## config.mk

```make
export PLATFORM = sky130hd
export DESIGN_NAME = iwd_lane
export DESIGN_NICKNAME = d
export VERILOG_FILES = /design/src/rtl/core/ir_wall_distance_edge_detector_assert.svh /design/src/rtl/core/iwd_pkg.sv /design/src/rtl/core/iwd_lane.sv
export SDC_FILE = /design/constraint.sdc
export NUM_CORES = 2
export LEC_CHECK = 0
export BUFFER_PORTS_ARGS = -buffer_cell sky130_fd_sc_hd__buf_2
export CORE_AREA = 2 2 456 322
export CTS_CLUSTER_DIAMETER = 30
export CTS_CLUSTER_SIZE = 10
export DETAILED_ROUTE_END_ITERATION = 8
export DIE_AREA = 0 0 458 324
export GPL_TIMING_DRIVEN = 0
export HOLD_SLACK_MARGIN = 0.03
export PLACE_DENSITY = 0.43
export SYNTH_ARGS = -nofsm -noshare
export SYNTH_HDL_FRONTEND = slang
export SYNTH_SLANG_ARGS = --single-unit
```

## constraint.sdc

```tcl
create_clock -name clk -period 16.55 [get_ports clk]
set_clock_uncertainty 0.2 [all_clocks]
set_input_delay 0.8275 -clock clk [delete_from_list [all_inputs] [get_ports clk]]
set_output_delay 0.8275 -clock clk [all_outputs]
set_load 0.005 [all_outputs]
```

## src/rtl/core/ir_wall_distance_edge_detector_assert.svh

```systemverilog
// ---------------------------------------------------------------------------
// IR wall distance edge detector assertion macros
// Assertion helpers that compile away when SYNTHESIS is defined.
// ---------------------------------------------------------------------------
`ifndef IR_WALL_DISTANCE_EDGE_DETECTOR_ASSERT_SVH
`define IR_WALL_DISTANCE_EDGE_DETECTOR_ASSERT_SVH
`ifndef SYNTHESIS
`define IWD_ASSERT_IMPLIES(label, clk, rst_n, ante, cons) \
    label: assert property (@(posedge clk) disable iff (!rst_n) (ante) |-> (cons)) \
        else $error("assertion failed");
`define IWD_ASSERT_NEXT(label, clk, rst_n, ante, cons) \
    label: assert property (@(posedge clk) disable iff (!rst_n) (ante) |=> (cons)) \
        else $error("assertion failed");
`else
`define IWD_ASSERT_IMPLIES(label, clk, rst_n, ante, cons)
`define IWD_ASSERT_NEXT(label, clk, rst_n, ante, cons)
`endif
`endif

```

## src/rtl/core/iwd_pkg.sv

```systemverilog
// ---------------------------------------------------------------------------
// IR wall distance package
// Shared constants and types for the distance lanes and the merge stage.
// ---------------------------------------------------------------------------
package iwd_pkg;

    localparam int ADC_BITS_DEF = 12;
    localparam int FRAC_BITS    = 8;
    localparam int DIST_W       = 16;
    localparam int DEV_W        = 17;
    localparam int SCALE_W      = 20;
    localparam int OFFSET_W     = 18;
    localparam int NUM_CH       = 4;

    localparam int MIN_ADC      = 20;
    localparam logic [DIST_W-1:0] MAXD    = DIST_W'(135 << FRAC_BITS);
    localparam logic [DIST_W-1:0] MM_15   = DIST_W'(15 << FRAC_BITS);
    localparam logic [DIST_W-1:0] MM_30   = DIST_W'(30 << FRAC_BITS);
    localparam logic [DIST_W-1:0] MM_42   = DIST_W'(42 << FRAC_BITS);
    localparam logic [DIST_W-1:0] MM_60   = DIST_W'(60 << FRAC_BITS);
    localparam logic [DIST_W-1:0] MM_65   = DIST_W'(65 << FRAC_BITS);
    localparam logic [DIST_W-1:0] MM_70   = DIST_W'(70 << FRAC_BITS);
    localparam logic [DIST_W-1:0] MM_130  = DIST_W'(130 << FRAC_BITS);
    localparam logic [31:0]       LN2_Q32 = 32'd2977044472;
    localparam logic [32:0]       EDGE_TRAVEL = 33'd720;
    localparam int JITTER_CUT   = 3;

    // Register indexes.
    localparam logic [2:0] REG_SCALE_FL  = 3'd0;
    localparam logic [2:0] REG_SCALE_L   = 3'd1;
    localparam logic [2:0] REG_SCALE_R   = 3'd2;
    localparam logic [2:0] REG_SCALE_FR  = 3'd3;
    localparam logic [2:0] REG_OFFSET_FL = 3'd4;
    localparam logic [2:0] REG_OFFSET_L  = 3'd5;
    localparam logic [2:0] REG_OFFSET_R  = 3'd6;
    localparam logic [2:0] REG_OFFSET_FR = 3'd7;

    localparam logic [SCALE_W-1:0]  SCALE_RST [NUM_CH] =
        '{20'd271360, 20'd218035, 20'd247117, 20'd319565};
    localparam logic [OFFSET_W-1:0] OFFSET_RST [NUM_CH] =
        '{18'd26598, 18'd21862, 18'd25421, 18'd32333};

    typedef struct packed {
        logic              busy;
        logic              far;
        logic [DIST_W-1:0] dist_q;
    } iwd_lane_res_t;

    typedef struct packed {
        logic                     edge_right;
        logic                     edge_left;
        logic [NUM_CH-1:0]        wall_mask;
        logic signed [DEV_W-1:0]  dev_fr;
        logic signed [DEV_W-1:0]  dev_r;
        logic signed [DEV_W-1:0]  dev_l;
        logic signed [DEV_W-1:0]  dev_fl;
        logic [DIST_W-1:0]        dist_fr;
        logic [DIST_W-1:0]        dist_r;
        logic [DIST_W-1:0]        dist_l;
        logic [DIST_W-1:0]        dist_fl;
    } iwd_result_t;

endpackage

```

## src/rtl/core/iwd_lane.sv

```systemverilog
// ---------------------------------------------------------------------------
// IR wall distance lane
// Turns one raw sample into a clamped distance, A / ln(x) - B.
// ---------------------------------------------------------------------------
module iwd_lane
    import iwd_pkg::*;
#(
    parameter int ADC_BITS = ADC_BITS_DEF
)
(
    input  logic                       clk,
    input  logic                       rst_n,
    input  logic                       start,
    input  logic [ADC_BITS-1:0]        sample,
    input  logic [SCALE_W-1:0]         scale,
    input  logic signed [OFFSET_W-1:0] offset,
    output iwd_lane_res_t              res
);

    localparam int NW  = $clog2(ADC_BITS);
    localparam int L2W = NW + 16;
    localparam int PW  = L2W + 32;
    localparam int DW  = PW - 36;

    localparam logic [2:0] L_IDLE = 3'd0;
    localparam logic [2:0] L_SQ   = 3'd1;
    localparam logic [2:0] L_MUL  = 3'd2;
    localparam logic [2:0] L_LN   = 3'd3;
    localparam logic [2:0] L_DIV  = 3'd4;
    localparam logic [2:0] L_FIN  = 3'd5;
    localparam logic [2:0] L_LOW  = 3'd6;

    logic [2:0]        state_reg, state_next;
    logic [5:0]        cnt_reg, cnt_next;
    logic [30:0]       m_reg, m_next;
    logic [L2W-1:0]    l2_reg, l2_next;
    logic [PW-1:0]     prod_reg, prod_next;
    logic [DW-1:0]     div_reg, div_next;
    logic [DW-1:0]     rem_reg, rem_next;
    logic [31:0]       quo_reg, quo_next;
    logic              busy_reg, busy_next;
    logic              far_reg, far_next;
    logic [DIST_W-1:0] dist_reg, dist_next;

    logic [NW-1:0]     msb;
    logic [4:0]        shamt;
    logic [30:0]       m_init;
    logic [61:0]       sq;
    logic [31:0]       msq;
    logic [PW-1:0]     prod_rnd;
    logic [DW-1:0]     ln;
    logic [DW:0]       trial;
    logic signed [33:0] diff;

    always_comb
    begin
        msb = '0;
        for (int i = 0; i < ADC_BITS; i++)
        begin
            if (sample[i])
            begin
                msb = NW'(i);
            end
        end
    end

    assign shamt    = 5'd30 - 5'(msb);
    assign m_init   = 31'(sample) << shamt;
    assign sq       = 62'(m_reg) * 62'(m_reg);
    assign msq      = sq[61:30];
    assign prod_rnd = prod_reg + (PW'(1) << 35);
    assign ln       = prod_rnd[PW-1:36];
    assign trial    = {rem_reg, quo_reg[31]};
    assign diff     = $signed({2'b00, quo_reg}) - 34'(offset);

    always_comb
    begin
        state_next = state_reg;
        cnt_next   = cnt_reg;
        m_next     = m_reg;
        l2_next    = l2_reg;
        prod_next  = prod_reg;
        div_next   = div_reg;
        rem_next   = rem_reg;
        quo_next   = quo_reg;
        busy_next  = busy_reg;
        far_next   = far_reg;
        dist_next  = dist_reg;
        unique case (state_reg)
            L_IDLE:
            begin
                if (start)
                begin
                    busy_next = 1'b1;
                    m_next    = m_init;
                    l2_next   = L2W'(msb);
                    cnt_next  = 6'd16;
                    if (sample <= ADC_BITS'(MIN_ADC))
                    begin
                        state_next = L_LOW;
                    end
                    else
                    begin
                        state_next = L_SQ;
                    end
                end
            end
            L_SQ:
            begin
                // One squaring of the mantissa yields one fraction bit of log2.
                if (msq[31])
                begin
                    m_next  = msq[31:1];
                    l2_next = {l2_reg[L2W-2:0], 1'b1};
                end
                else
                begin
                    m_next  = msq[30:0];
                    l2_next = {l2_reg[L2W-2:0], 1'b0};
                end
                cnt_next = cnt_reg - 6'd1;
                if (cnt_reg == 6'd1)
                begin
                    state_next = L_MUL;
                end
            end
            L_MUL:
            begin
                prod_next  = PW'(l2_reg) * PW'(LN2_Q32);
                state_next = L_LN;
            end
            L_LN:
            begin
                div_next = ln;
                rem_next = '0;
                quo_next = {scale, 12'd0};
                cnt_next = 6'd32;
                if (ln == '0)
                begin
                    state_next = L_LOW;
                end
                else
                begin
                    state_next = L_DIV;
                end
            end
            L_DIV:
            begin
                if (trial >= {1'b0, div_reg})
                begin
                    rem_next = DW'(trial - {1'b0, div_reg});
                    quo_next = {quo_reg[30:0], 1'b1};
                end
                else
                begin
                    rem_next = trial[DW-1:0];
                    quo_next = {quo_reg[30:0], 1'b0};
                end
                cnt_next = cnt_reg - 6'd1;
                if (cnt_reg == 6'd1)
                begin
                    state_next = L_FIN;
                end
            end
            L_FIN:
            begin
                if (diff > $signed({18'd0, MAXD}))
                begin
                    far_next  = 1'b1;
                    dist_next = MAXD;
                end
                else if (diff < 34'sd0)
                begin
                    far_next  = 1'b0;
                    dist_next = '0;
                end
                else
                begin
                    far_next  = 1'b0;
                    dist_next = diff[DIST_W-1:0];
                end
                busy_next  = 1'b0;
                state_next = L_IDLE;
            end
            L_LOW:
            begin
                far_next   = 1'b0;
                dist_next  = MAXD;
                busy_next  = 1'b0;
                state_next = L_IDLE;
            end
            default:
            begin
                state_next = L_IDLE;
                busy_next  = 1'b0;
            end
        endcase
    end

    always_ff @(posedge clk or negedge rst_n)
    begin
        if (!rst_n)
        begin
            state_reg <= L_IDLE;
            busy_reg  <= 1'b0;
            cnt_reg   <= '0;
        end
        else
        begin
            state_reg <= state_next;
            busy_reg  <= busy_next;
            cnt_reg   <= cnt_next;
        end
    end

    always_ff @(posedge clk)
    begin
        m_reg    <= m_next;
        l2_reg   <= l2_next;
        prod_reg <= prod_next;
        div_reg  <= div_next;
        rem_reg  <= rem_next;
        quo_reg  <= quo_next;
        far_reg  <= far_next;
        dist_reg <= dist_next;
    end

    assign res.busy   = busy_reg;
    assign res.far    = far_reg;
    assign res.dist_q = dist_reg;

endmodule

```

==> results.json <==
{
  "run_status": "finished clean",
  "cp.required_ns": 16.65,
  "dr.pass1.iters": 5,
  "cts_max_path_buffers": 2,
  "mappedNetlistNets": 6353,
  "cp-end-kind": "flip-flop",
  "synth_edf_count": 149,
  "hold_path_class": "reg2reg",
  "synth_commonest_cells": "inv_1, fa_1, ha_1",
  "maxSlewViolCount": 0,
  "critical_path_class": "reg2reg",
  "worst_pin_slew_ns": 1.44,
  "place_congestion": 0.903,
  "setup_tns_ns": 0,
  "post_synth.cell_area_avg_um2": 9.57,
  "min_period_ns": 11.52,
  "cp_common_cell": "fa_1",
  "cts.sinks": 159,
  "drv_cap": 0,
  "critPathMaxFanout": 10,
  "syn_to_final_growth_pct": 7.49,
  "slowest_stage": "clkbuf_1",
  "yosysMostFrequentCell": "inv_1",
  "io_buffers": 69,
  "clock_latency_ns": 0.50,
  "grt_first_pass_wirelength_um": 225000,
  "dp_cells": 6772,
  "slowest_delay_ns": 1.11,
  "overflow": 0,
  "fp.coreArea_um2": 144000,
  "finalHoldViolations": 0,
  "vias_per_cell": 4.75,
  "tritoncts": "built",
  "track_usage": 0.206,
  "drtIter0Drc": 2345,
  "timing.hold.ws_ns": 0.306,
  "drive_gt1_frac": 0.0333,
  "finalNetCount": 6450,
  "yosysWarnings": 0,
  "synth_ff_type": "edfxtp_1",
  "die_w_um": 458,
  "diodes": 0,
  "synthDistinctLibCells": 81,
  "largest_register_ff_count": 32,
  "grt_start_max_net_pins": 29,
  "vias": 32300,
  "antenna_left": 0,
  "cts_root_buf": "clkbuf_16",
  "grt_setup_unrepaired": "no",
  "antenna_found_initial": 6,
  "setup_viol": 0,
  "h-tree-depth": 4,
  "drc": 0,
  "rrSetupSlack_ns": 5.03,
  "arrival_ns": 11.62,
  "synth-seq-cells": 159,
  "clock.fmax_mhz": 86.8,
  "synth_top_area_share": 0.415,
  "dieArea_um2": 148000,
  "hpwlAfterDp_um": 127000,
  "clkTransAtPathRegs_ns": 0.07,
  "instances_no_fill": 6806,
  "netlist_instances": 4792,
  "crit_path_start_kind": "flip-flop",
  "synth-async-reset-ratio": 0.0629,
  "fin_crit_sh": 0.696,
  "wl_um": 149000,
  "die_y_um": 324,
  "ioPinCount": 71,
  "wl_per_cell_um": 21.9,
  "cts_inserted_buffers": 17,
  "syn-cell-area_um2": 45800,
  "start_util": 0.318,
  "synth-seq-area-share": 0.103,
  "slew_headroom": 0.0396,
  "rows": 117,
  "ys_top_cells_by_area": "fa_1, ha_1, inv_1, edfxtp_1, nand2_1",
  "grt_pass1_vias": 34400,
  "yosysTopAreaCell": "fa_1"
}
==> routing by layer <==
metal  vias to the layer above  track usage  routed length (µm)
met5                         -            0                   0
met4                         0       0.0294                1630
met3                        65       0.0339                9520
met2                       794        0.297               60200
met1                     16600        0.327               77700
li1                      14900            -                   -
==> per-stage QoR <==
step	instance area, µm²	setup WS, ns	utilization
2_1_floorplan	45800	8.28	-
3_3_place_gp	48600	5.10	0.337
3_5_place_dp	48700	5.19	0.337
4_1_cts	49300	5.15	0.341
5_1_grt	49300	4.91	0.341
6_report	49300	5.03	0.341
==> kinds of logic after synthesis <==
kind of cell | after synthesis | synth area share
compound gates | 497 | 0.0717
xor+xnor | 108 | 0.0206
fa+ha+maj | 1508 | 0.567
buf+inv | 1451 | 0.120
flops | 159 | 0.103
mux | 46 | 0.0101
simple gates | 1023 | 0.108
==> critical path, delay by kind of cell, from the launching register on <==
family          cells  cell delay [ns]
compound gates      8             2.08
fa+ha+maj           9             4.52
buf+inv             7             2.83
flops               1             0.76
simple gates        4             0.91
==> path summary, 6_finish.rpt <==
| check | depth (start not counted) | endpoint | from |
|---|---|---|---|
| max | 28 | m_reg[9] | m_reg[13] |
| min | 1 | cnt_reg[5] | cnt_reg[5] |
| max reg2reg | 28 | m_reg[9] | m_reg[13] |
| min reg2reg | 1 | cnt_reg[5] | cnt_reg[5] |
| max in group asynchronous | 2 | state_reg[2] | rst_n |
| min in group asynchronous | 2 | cnt_reg[2] | rst_n |
==> timing repair <==
item,in CTS,in global routing
hold buffers,1,0
endpoints found under the hold margin,10,0
setup buffers,0,0
resized for setup,0,0
==> cell type report <==
type / count / area (µm²)
Buffer: 148 / 588
Tap cell: 1904 / 2380
Multi-Input combinational cell: 3182 / 35700
Inverter: 1303 / 4890
Timing Repair Buffer: 78 / 467
Clock buffer: 18 / 429
Fill cell: 15100 / 95100
Sequential cell: 159 / 4720
Clock inverter: 14 / 138
==> placed cells by master (no fill, tap or decap), drive strengths merged, types with 8 or more instances in the layout <==
| cell type | n |
|---|---|
| o22ai | 12 |
| fa | 951 |
| a21oi | 149 |
| o21a | 22 |
| o211ai | 11 |
| and2 | 203 |
| or3 | 8 |
| o21ai | 88 |
| or2 | 11 |
| o21bai | 21 |
| mux2i | 44 |
| nand4 | 32 |
| nor2 | 180 |
| nor3 | 38 |
| nand2b | 19 |
| clkbuf | 149 |
| a211oi | 21 |
| xnor2 | 70 |
| a21boi | 8 |
| inv | 1307 |
| buf | 94 |
| and3 | 28 |
| xor2 | 38 |
| nor3b | 9 |
| a31oi | 20 |
| nor2b | 30 |
| nand2 | 413 |
| dfrtp | 10 |
| edfxtp | 149 |
| a21o | 62 |
| nand3 | 29 |
| ha | 557 |
Power is not shown: default switching activity piles up to over one toggle a cycle in this logic, so the estimate is an artifact.
