**config.mk**
```make
export PLATFORM = sky130hd
export DESIGN_NAME = iwd_merge
export DESIGN_NICKNAME = d
export VERILOG_FILES = /design/src/rtl/core/ir_wall_distance_edge_detector_assert.svh /design/src/rtl/core/iwd_pkg.sv /design/src/rtl/core/iwd_merge.sv
export SDC_FILE = /design/constraint.sdc
export NUM_CORES = 1
export LEC_CHECK = 0
export BUFFER_PORTS_ARGS = -buffer_cell sky130_fd_sc_hd__clkbuf_2
export CORE_MARGIN = 5
export CORE_UTILIZATION = 30
export DETAILED_ROUTE_END_ITERATION = 10
export PLACE_DENSITY = 0.46
export SLEW_MARGIN = 20
export SYNTH_ARGS = -nofsm -noshare
export SYNTH_HDL_FRONTEND = slang
export SYNTH_SLANG_ARGS = --single-unit
```
**constraint.sdc**
```tcl
create_clock -name clk -period 7 [get_ports clk]
set_input_delay 1.4 -clock clk [delete_from_list [all_inputs] [get_ports clk]]
set_output_delay 1.4 -clock clk [all_outputs]
set_load 0.02 [all_outputs]
```
**src/rtl/core/ir_wall_distance_edge_detector_assert.svh**
```systemverilog
// ---------------------------------------------------------------------------
// IR wall distance edge detector assertion macros
// Assertion helpers that compile away when SYNTHESIS is defined.
// ---------------------------------------------------------------------------
`ifndef IR_WALL_DISTANCE_EDGE_DETECTOR_ASSERT_SVH
`define IR_WALL_DISTANCE_EDGE_DETECTOR_ASSERT_SVH
`ifndef SYNTHESIS
`define IWD_ASSERT_IMPLIES(label, clk, rst_n, ante, cons) \
    label: assert property (@(posedge clk) disable iff (!rst_n) (ante) |-> (cons)) \
        else $error("assertion failed");
`define IWD_ASSERT_NEXT(label, clk, rst_n, ante, cons) \
    label: assert property (@(posedge clk) disable iff (!rst_n) (ante) |=> (cons)) \
        else $error("assertion failed");
`else
`define IWD_ASSERT_IMPLIES(label, clk, rst_n, ante, cons)
`define IWD_ASSERT_NEXT(label, clk, rst_n, ante, cons)
`endif
`endif

```
**src/rtl/core/iwd_pkg.sv**
```systemverilog
// ---------------------------------------------------------------------------
// IR wall distance package
// Shared constants and types for the distance lanes and the merge stage.
// ---------------------------------------------------------------------------
package iwd_pkg;

    localparam int ADC_BITS_DEF = 12;
    localparam int FRAC_BITS    = 8;
    localparam int DIST_W       = 16;
    localparam int DEV_W        = 17;
    localparam int SCALE_W      = 20;
    localparam int OFFSET_W     = 18;
    localparam int NUM_CH       = 4;

    localparam int MIN_ADC      = 20;
    localparam logic [DIST_W-1:0] MAXD    = DIST_W'(135 << FRAC_BITS);
    localparam logic [DIST_W-1:0] MM_15   = DIST_W'(15 << FRAC_BITS);
    localparam logic [DIST_W-1:0] MM_30   = DIST_W'(30 << FRAC_BITS);
    localparam logic [DIST_W-1:0] MM_42   = DIST_W'(42 << FRAC_BITS);
    localparam logic [DIST_W-1:0] MM_60   = DIST_W'(60 << FRAC_BITS);
    localparam logic [DIST_W-1:0] MM_65   = DIST_W'(65 << FRAC_BITS);
    localparam logic [DIST_W-1:0] MM_70   = DIST_W'(70 << FRAC_BITS);
    localparam logic [DIST_W-1:0] MM_130  = DIST_W'(130 << FRAC_BITS);
    localparam logic [31:0]       LN2_Q32 = 32'd2977044472;
    localparam logic [32:0]       EDGE_TRAVEL = 33'd720;
    localparam int JITTER_CUT   = 3;

    // Register indexes.
    localparam logic [2:0] REG_SCALE_FL  = 3'd0;
    localparam logic [2:0] REG_SCALE_L   = 3'd1;
    localparam logic [2:0] REG_SCALE_R   = 3'd2;
    localparam logic [2:0] REG_SCALE_FR  = 3'd3;
    localparam logic [2:0] REG_OFFSET_FL = 3'd4;
    localparam logic [2:0] REG_OFFSET_L  = 3'd5;
    localparam logic [2:0] REG_OFFSET_R  = 3'd6;
    localparam logic [2:0] REG_OFFSET_FR = 3'd7;

    localparam logic [SCALE_W-1:0]  SCALE_RST [NUM_CH] =
        '{20'd271360, 20'd218035, 20'd247117, 20'd319565};
    localparam logic [OFFSET_W-1:0] OFFSET_RST [NUM_CH] =
        '{18'd26598, 18'd21862, 18'd25421, 18'd32333};

    typedef struct packed {
        logic              busy;
        logic              far;
        logic [DIST_W-1:0] dist_q;
    } iwd_lane_res_t;

    typedef struct packed {
        logic                     edge_right;
        logic                     edge_left;
        logic [NUM_CH-1:0]        wall_mask;
        logic signed [DEV_W-1:0]  dev_fr;
        logic signed [DEV_W-1:0]  dev_r;
        logic signed [DEV_W-1:0]  dev_l;
        logic signed [DEV_W-1:0]  dev_fl;
        logic [DIST_W-1:0]        dist_fr;
        logic [DIST_W-1:0]        dist_r;
        logic [DIST_W-1:0]        dist_l;
        logic [DIST_W-1:0]        dist_fl;
    } iwd_result_t;

endpackage

```
**src/rtl/core/iwd_merge.sv**
```systemverilog
// ---------------------------------------------------------------------------
// IR wall distance merge stage
// Combines the four lane distances into deviations, wall bits and edges.
// ---------------------------------------------------------------------------
module iwd_merge
    import iwd_pkg::*;
#(
    parameter int ADC_BITS = ADC_BITS_DEF
)
(
    input  logic                                clk,
    input  logic                                rst_n,
    input  logic                                update,
    input  iwd_lane_res_t [NUM_CH-1:0]          lanes,
    input  logic [NUM_CH-1:0][ADC_BITS-1:0]     samples,
    input  logic signed [31:0]                  odometer,
    input  logic                                front_wall_mode,
    input  logic                                clear_min,
    input  logic                                clear_edge_pos,
    output iwd_result_t                         result
);

    logic [NUM_CH-1:0][ADC_BITS-1:0] prev_reg;
    logic [DIST_W-1:0]  min_l_reg, min_l_next, min_r_reg, min_r_next;
    logic signed [31:0] pos_l_reg, pos_l_next, pos_r_reg, pos_r_next;
    logic               edge_l, edge_r;
    logic               fronts_clear;

    function automatic logic edge_test(input logic [DIST_W-1:0] d,
                                       input logic [DIST_W-1:0] minv,
                                       input logic signed [31:0] pos,
                                       input logic signed [31:0] odo);
        logic signed [19:0] lhs;
        logic signed [32:0] trav;
        begin
            lhs  = $signed(20'(d) * 20'd3) - $signed(20'(minv) * 20'd5);
            trav = 33'(odo) - 33'(pos);
            edge_test = (lhs > $signed(20'(MM_15))) && (trav > $signed(EDGE_TRAVEL));
        end
    endfunction

    function automatic logic signed [DEV_W-1:0] sub_mm(input logic [DIST_W-1:0] d,
                                                       input logic [DIST_W-1:0] r);
        begin
            sub_mm = $signed({1'b0, d}) - $signed({1'b0, r});
        end
    endfunction

    function automatic logic quiet(input logic [ADC_BITS-1:0] a,
                                   input logic [ADC_BITS-1:0] b);
        logic [ADC_BITS-1:0] dd;
        begin
            dd    = (a > b) ? a - b : b - a;
            quiet = dd < ADC_BITS'(JITTER_CUT);
        end
    endfunction

    always_comb
    begin
        logic [DIST_W-1:0]  ml, mr;
        logic signed [31:0] pl, pr;
        ml = (clear_min || lanes[1].far) ? MAXD : min_l_reg;
        mr = (clear_min || lanes[2].far) ? MAXD : min_r_reg;
        pl = clear_edge_pos ? 32'sd0 : pos_l_reg;
        pr = clear_edge_pos ? 32'sd0 : pos_r_reg;
        edge_l = edge_test(lanes[1].dist_q, ml, pl, odometer);
        edge_r = edge_test(lanes[2].dist_q, mr, pr, odometer);
        if (edge_l)
        begin
            pos_l_next = odometer;
            min_l_next = MAXD;
        end
        else
        begin
            pos_l_next = pl;
            min_l_next = (lanes[1].dist_q < ml) ? lanes[1].dist_q : ml;
        end
        if (edge_r)
        begin
            pos_r_next = odometer;
            min_r_next = MAXD;
        end
        else
        begin
            pos_r_next = pr;
            min_r_next = (lanes[2].dist_q < mr) ? lanes[2].dist_q : mr;
        end
    end

    assign fronts_clear = (lanes[0].dist_q > MM_30) && (lanes[3].dist_q > MM_30);

    always_comb
    begin
        result.dist_fl = lanes[0].dist_q;
        result.dist_l  = lanes[1].dist_q;
        result.dist_r  = lanes[2].dist_q;
        result.dist_fr = lanes[3].dist_q;
        if (front_wall_mode)
        begin
            result.dev_fl = (lanes[0].dist_q < MM_60) ? sub_mm(lanes[0].dist_q, MM_42) : '0;
            result.dev_fr = (lanes[3].dist_q < MM_60) ? sub_mm(lanes[3].dist_q, MM_42) : '0;
        end
        else
        begin
            result.dev_fl = sub_mm(lanes[0].dist_q, MM_130);
            result.dev_fr = sub_mm(lanes[3].dist_q, MM_130);
        end
        result.dev_l = ((lanes[1].dist_q < MM_65) && quiet(samples[1], prev_reg[1])
                        && fronts_clear) ? sub_mm(lanes[1].dist_q, MM_42) : '0;
        result.dev_r = ((lanes[2].dist_q < MM_65) && quiet(samples[2], prev_reg[2])
                        && fronts_clear) ? sub_mm(lanes[2].dist_q, MM_42) : '0;
        result.wall_mask  = {lanes[3].dist_q < MM_130, lanes[2].dist_q < MM_70,
                             lanes[1].dist_q < MM_70, lanes[0].dist_q < MM_130};
        result.edge_left  = edge_l;
        result.edge_right = edge_r;
    end

    always_ff @(posedge clk or negedge rst_n)
    begin
        if (!rst_n)
        begin
            prev_reg  <= '0;
            min_l_reg <= MAXD;
            min_r_reg <= MAXD;
            pos_l_reg <= '0;
            pos_r_reg <= '0;
        end
        else if (update)
        begin
            prev_reg  <= samples;
            min_l_reg <= min_l_next;
            min_r_reg <= min_r_next;
            pos_l_reg <= pos_l_next;
            pos_r_reg <= pos_r_next;
        end
    end

endmodule

```
==> metrics.md <==
| Metric | Value |
|---|---|
| Result of the run | `finished, final reports clean` |
| Utilization after layout | `0.3688` |
| Setup repair after global routing missed its margin | `yes` |
| Placer's final routability congestion estimate | `0.9088` |
| WS Path Type | `input pin to output pin` |
| Total of warnings raised by yosys | `0` |
| Hold worst-path end | `pos_l_reg[0]` |
| Mean post-synth cell area | `7.600 um^2` |
| Number of distinct library cells after synthesis | `81` |
| Leakage power of the design | `0.01104 uW` |
| Final clock period utilization by the worst path | `0.9840` |
| Synthesized netlist cell count | `2411` |
| PortBufs | `265` |
| Post-CTS clock slew at the launch and capture registers of the worst setup and hold paths | `0.05 ns` |
| Critical Path Source Type | `input pin` |
| Net count of the mapped netlist | `2829` |
| Worst skew pair latency | `0.48 ns` |
| Die area | `66120 um^2` |
| Worst flop-to-flop path endpoint | `pos_r_reg[21]` |
| Final number of hold-violating endpoints | `0` |
| Share of cells above drive strength 1 | `0.2201` |
| CP max FO | `5` |
| Effective utilization at floorplan | `0.3030` |
| Number of cells on the worst hold path | `2` |
| HP Class | `flip-flop to flip-flop` |
| Area taken by multi-input logic gates | `13760 um^2` |
| Maximum number of pins on one net before global-route repair | `65` |
| Height of the die | `257.1 um` |
| Global-route wire length before repair | `93410 um` |
| Seq/Total Area, Yosys | `0.1644` |
| Final layout net count | `3114` |
| Row cnt | `90` |
| Wire per inst | `16.69 um` |
| Peak supply drop | `201.8 uV` |
| Fmax | `0.1452 GHz` |
| CTS sink cnt | `120` |
| Data required time of the critical path | `5.60 ns` |
| Vias per std cell | `5.122` |
| Worst slew margin | `0.2909` |
| Antenna violations before repair | `6` |
| TritonRoute pass-1 iters | `7` |
| Beginning of the worst register-to-register path | `min_r_reg[3]` |
| Post-Route Hold Slack | `0.5229 ns` |
| Worst min-delay path startpoint | `pos_l_reg[0]` |
| Number of max-slew violations in the final report | `0` |
| Yosys reg bits | `120` |
| Worst Tran Pin Value | `1.050 ns` |
| Overflow after GRT | `0` |
| Worst reg2reg path depth | `20` |
| Area grow syn2layout | `21.72%` |
| Number of DRC violations after detailed routing | `0` |
| First-iteration detailed-routing DRC count | `1019` |
| Final setup vio count | `0` |
| Seq. cell area | `3013 um^2` |
| Longest Clk Path Bufs | `2` |
| Number of global-route vias before repair | `17.92k` |
| Total clock buffers created by CTS | `17` |
| Netlist area before placement | `18320 um^2` |
| Global-route usage over all layers | `0.1697` |
| Detailed Place HPWL | `46760 um` |
| Core outline area | `60470 um^2` |
| Aggregate routed wire length | `58310 um` |
| Clock tree root driver cell | `sky130_fd_sc_hd__clkbuf_16` |
| Overall via count from detail_route | `17.89k` |
| Post-DRT Antenna Nets | `0` |
| Max-cap viol count | `0` |
| Number of synthesized flops with an enable pin | `0` |
| Worst endpoint data arrival time | `5.49 ns` |
| Prevailing post-synth register cell | `sky130_fd_sc_hd__dfrtp_1` |
| Die boundary width | `257.1 um` |
| TritonCTS clock tree | `yes` |
| Clock tree skew after final layout | `0.009088 ns` |
| Async S/R FF share, synth | `1.000` |
| Worst setup EP type | `output pin` |
| Total power divided by cell area | `273.9 nW/um^2` |
| Flop2flop setup slack | `1.92 ns` |
| Startpoint of the most critical setup path | `clear_min` |
| Top-level I/O count | `296` |
| Min cycle time layout | `6.888 ns` |
| H-tree lvl count | `4` |
| Fillers | `6349` |
per-layer routing:
metal  track usage  routed length [um]  share of wire
met5             0                  36        0.00062
met4       0.04876                1383          0.024
met3       0.03529                2540          0.044
met2        0.2906               27850           0.48
met1        0.2164               26500           0.45
layout make-up:
cell class,count,area share
Inverter,318,0.05352
Clock buffer,20,0.02003
Sequential cell,120,0.1351
Clock inverter,11,0.007742
Multi-Input combinational cell,1805,0.6168
Antenna cell,3,0.0003366
Tap cell,782,0.04387
Timing Repair Buffer,434,0.1226
synth_stat cells (7+ instances only):
library cell               number  share of area
sky130_fd_sc_hd__o21bai_1      11         0.0045
sky130_fd_sc_hd__clkbuf_1      80          0.016
sky130_fd_sc_hd__buf_4         69          0.028
sky130_fd_sc_hd__a221o_1       13         0.0071
sky130_fd_sc_hd__fa_1          62          0.068
sky130_fd_sc_hd__ha_1         198           0.14
sky130_fd_sc_hd__nor2_1       130          0.027
sky130_fd_sc_hd__and2_1        36          0.012
sky130_fd_sc_hd__o211ai_1      19         0.0078
sky130_fd_sc_hd__o31ai_1       12         0.0049
sky130_fd_sc_hd__dfstp_2        8          0.011
sky130_fd_sc_hd__or3_1          9         0.0031
sky130_fd_sc_hd__mux2i_1       90          0.049
sky130_fd_sc_hd__nor2b_1       39          0.013
sky130_fd_sc_hd__buf_1         10         0.0020
sky130_fd_sc_hd__o21a_1        34          0.014
sky130_fd_sc_hd__a21oi_1      161          0.044
sky130_fd_sc_hd__nand2b_1      82          0.028
sky130_fd_sc_hd__mux2_2         8         0.0049
sky130_fd_sc_hd__xnor2_1       51          0.024
sky130_fd_sc_hd__nor3_1        44          0.012
sky130_fd_sc_hd__o41ai_1        8         0.0038
sky130_fd_sc_hd__a21o_1        38          0.016
sky130_fd_sc_hd__a31oi_1       17         0.0058
sky130_fd_sc_hd__buf_2          7         0.0019
sky130_fd_sc_hd__a211oi_1      23         0.0094
sky130_fd_sc_hd__nand3_1       44          0.012
sky130_fd_sc_hd__inv_1        318          0.065
sky130_fd_sc_hd__o22ai_1       22         0.0075
sky130_fd_sc_hd__nand4_1       31          0.011
sky130_fd_sc_hd__a221oi_1       9         0.0043
sky130_fd_sc_hd__nand2_1      236          0.048
sky130_fd_sc_hd__or2_2          8         0.0027
sky130_fd_sc_hd__and3_1        30          0.010
sky130_fd_sc_hd__o21ai_0      140          0.038
sky130_fd_sc_hd__xor2_1        39          0.019
sky130_fd_sc_hd__nor3b_1       13         0.0053
sky130_fd_sc_hd__dfrtp_1      112           0.15
sky130_fd_sc_hd__nor4_1        13         0.0044
sky130_fd_sc_hd__a22oi_1       19         0.0078
critical path, cell delays in order:
cell	delay, ns
sky130_fd_sc_hd__buf_8	0.11
sky130_fd_sc_hd__buf_12	0.13
sky130_fd_sc_hd__nor2_4	0.15
sky130_fd_sc_hd__buf_6	0.15
sky130_fd_sc_hd__and2_4	0.16
sky130_fd_sc_hd__nand2_2	0.06
sky130_fd_sc_hd__fa_1	0.54
sky130_fd_sc_hd__inv_2	0.04
sky130_fd_sc_hd__fa_1	0.51
sky130_fd_sc_hd__inv_2	0.05
sky130_fd_sc_hd__ha_4	0.21
sky130_fd_sc_hd__a21o_1	0.17
sky130_fd_sc_hd__buf_4	0.13
sky130_fd_sc_hd__buf_4	0.13
sky130_fd_sc_hd__a31oi_4	0.18
sky130_fd_sc_hd__o31ai_1	0.09
sky130_fd_sc_hd__buf_4	0.14
sky130_fd_sc_hd__xnor2_1	0.12
sky130_fd_sc_hd__a2111o_1	0.38
sky130_fd_sc_hd__a31o_2	0.24
sky130_fd_sc_hd__o21ba_4	0.26
sky130_fd_sc_hd__buf_8	0.12
how the worst max path moves through the flow:
stage                        to  slack [ns]  cells past startpoint
floorplan           result[137]       0.001                     19
global route        result[137]       -0.04                     20
finish              result[136]        0.11                     22
CTS                 result[137]       0.004                     21
detailed placement  result[137]       -0.33                     21
global placement    result[137]       -0.29                     21
timing repair:
item | CTS | global route
gates resized for setup | 37 | 105
pin swaps | 8 | 57
buffers inserted | 0 | 14
cloned | 1 | 1
hold buffers | 0 | 0
setup endpoints to repair | 2 | 2
power breakdown:
| group | leakage, uW | internal, uW | total [uW] | switching [uW] |
|---|---|---|---|---|
| Clock | 0.000289 | 602 | 975 | 373 |
| Sequential | 0.00154 | 901 | 1050 | 151 |
| Combinational | 0.00921 | 1840 | 4080 | 2240 |
stage by stage:
| stage | cell area (um^2) | setup WS, ns | total power [uW] | instances | TNS [ns] |
|---|---|---|---|---|---|
| floorplan | 18330 | 0.001224 | 3542 | 2411 | 0 |
| global placement | 20940 | -0.2899 | 4702 | 3443 | -0.5209 |
| detailed placement | 20940 | -0.3340 | 4748 | 3443 | -0.5965 |
| CTS | 21700 | 0.004122 | 5854 | 3475 | 0 |
| global route | 22300 | -0.03837 | 6655 | 3490 | -0.05320 |
| finish | 22300 | 0.1120 | 6108 | 3493 | 0 |
layout by cell type (no fill, tap or decap), types with 10 or more instances in the layout:
cell | synthesis | final
sky130_fd_sc_hd__xnor2_1 | 51 | 51
sky130_fd_sc_hd__o21bai_1 | 11 | 11
sky130_fd_sc_hd__xor2_1 | 39 | 39
sky130_fd_sc_hd__ha_1 | 198 | 184
sky130_fd_sc_hd__nor2_1 | 130 | 120
sky130_fd_sc_hd__clkbuf_16 | 0 | 18
sky130_fd_sc_hd__nand2_2 | 0 | 10
sky130_fd_sc_hd__nor3b_1 | 13 | 13
sky130_fd_sc_hd__nand2b_1 | 82 | 82
sky130_fd_sc_hd__a21o_1 | 38 | 38
sky130_fd_sc_hd__dfrtp_1 | 112 | 112
sky130_fd_sc_hd__a22oi_1 | 19 | 19
sky130_fd_sc_hd__nor2b_1 | 39 | 39
sky130_fd_sc_hd__nand2_1 | 236 | 224
sky130_fd_sc_hd__nand4_1 | 31 | 31
sky130_fd_sc_hd__inv_2 | 0 | 11
sky130_fd_sc_hd__buf_4 | 69 | 157
sky130_fd_sc_hd__o21ai_0 | 140 | 130
sky130_fd_sc_hd__clkbuf_2 | 0 | 260
sky130_fd_sc_hd__mux2i_1 | 90 | 90
sky130_fd_sc_hd__o22ai_1 | 22 | 22
sky130_fd_sc_hd__a221o_1 | 13 | 13
sky130_fd_sc_hd__nand3_1 | 44 | 43
sky130_fd_sc_hd__o31ai_1 | 12 | 10
sky130_fd_sc_hd__o21a_1 | 34 | 34
sky130_fd_sc_hd__fa_1 | 62 | 62
sky130_fd_sc_hd__inv_1 | 318 | 307
sky130_fd_sc_hd__nor4_1 | 13 | 12
sky130_fd_sc_hd__nor3_1 | 44 | 40
sky130_fd_sc_hd__and2_1 | 36 | 31
sky130_fd_sc_hd__ha_4 | 0 | 10
sky130_fd_sc_hd__a31oi_1 | 17 | 16
sky130_fd_sc_hd__a211oi_1 | 23 | 17
sky130_fd_sc_hd__a21oi_1 | 161 | 153
sky130_fd_sc_hd__o211ai_1 | 19 | 19
sky130_fd_sc_hd__and3_1 | 30 | 29
cell families after synthesis:
group | count (synthesis) | share of synthesized area
AOI/OAI and AO/OA | 608 | 0.2151
xor gates and xnor gates | 90 | 0.04302
adders and majority gates | 260 | 0.2030
buffers and inverters | 486 | 0.1150
DFF | 120 | 0.1644
muxes | 98 | 0.05408
and+or+nand+nor | 749 | 0.2054
Power figures use the tool's default switching activity.
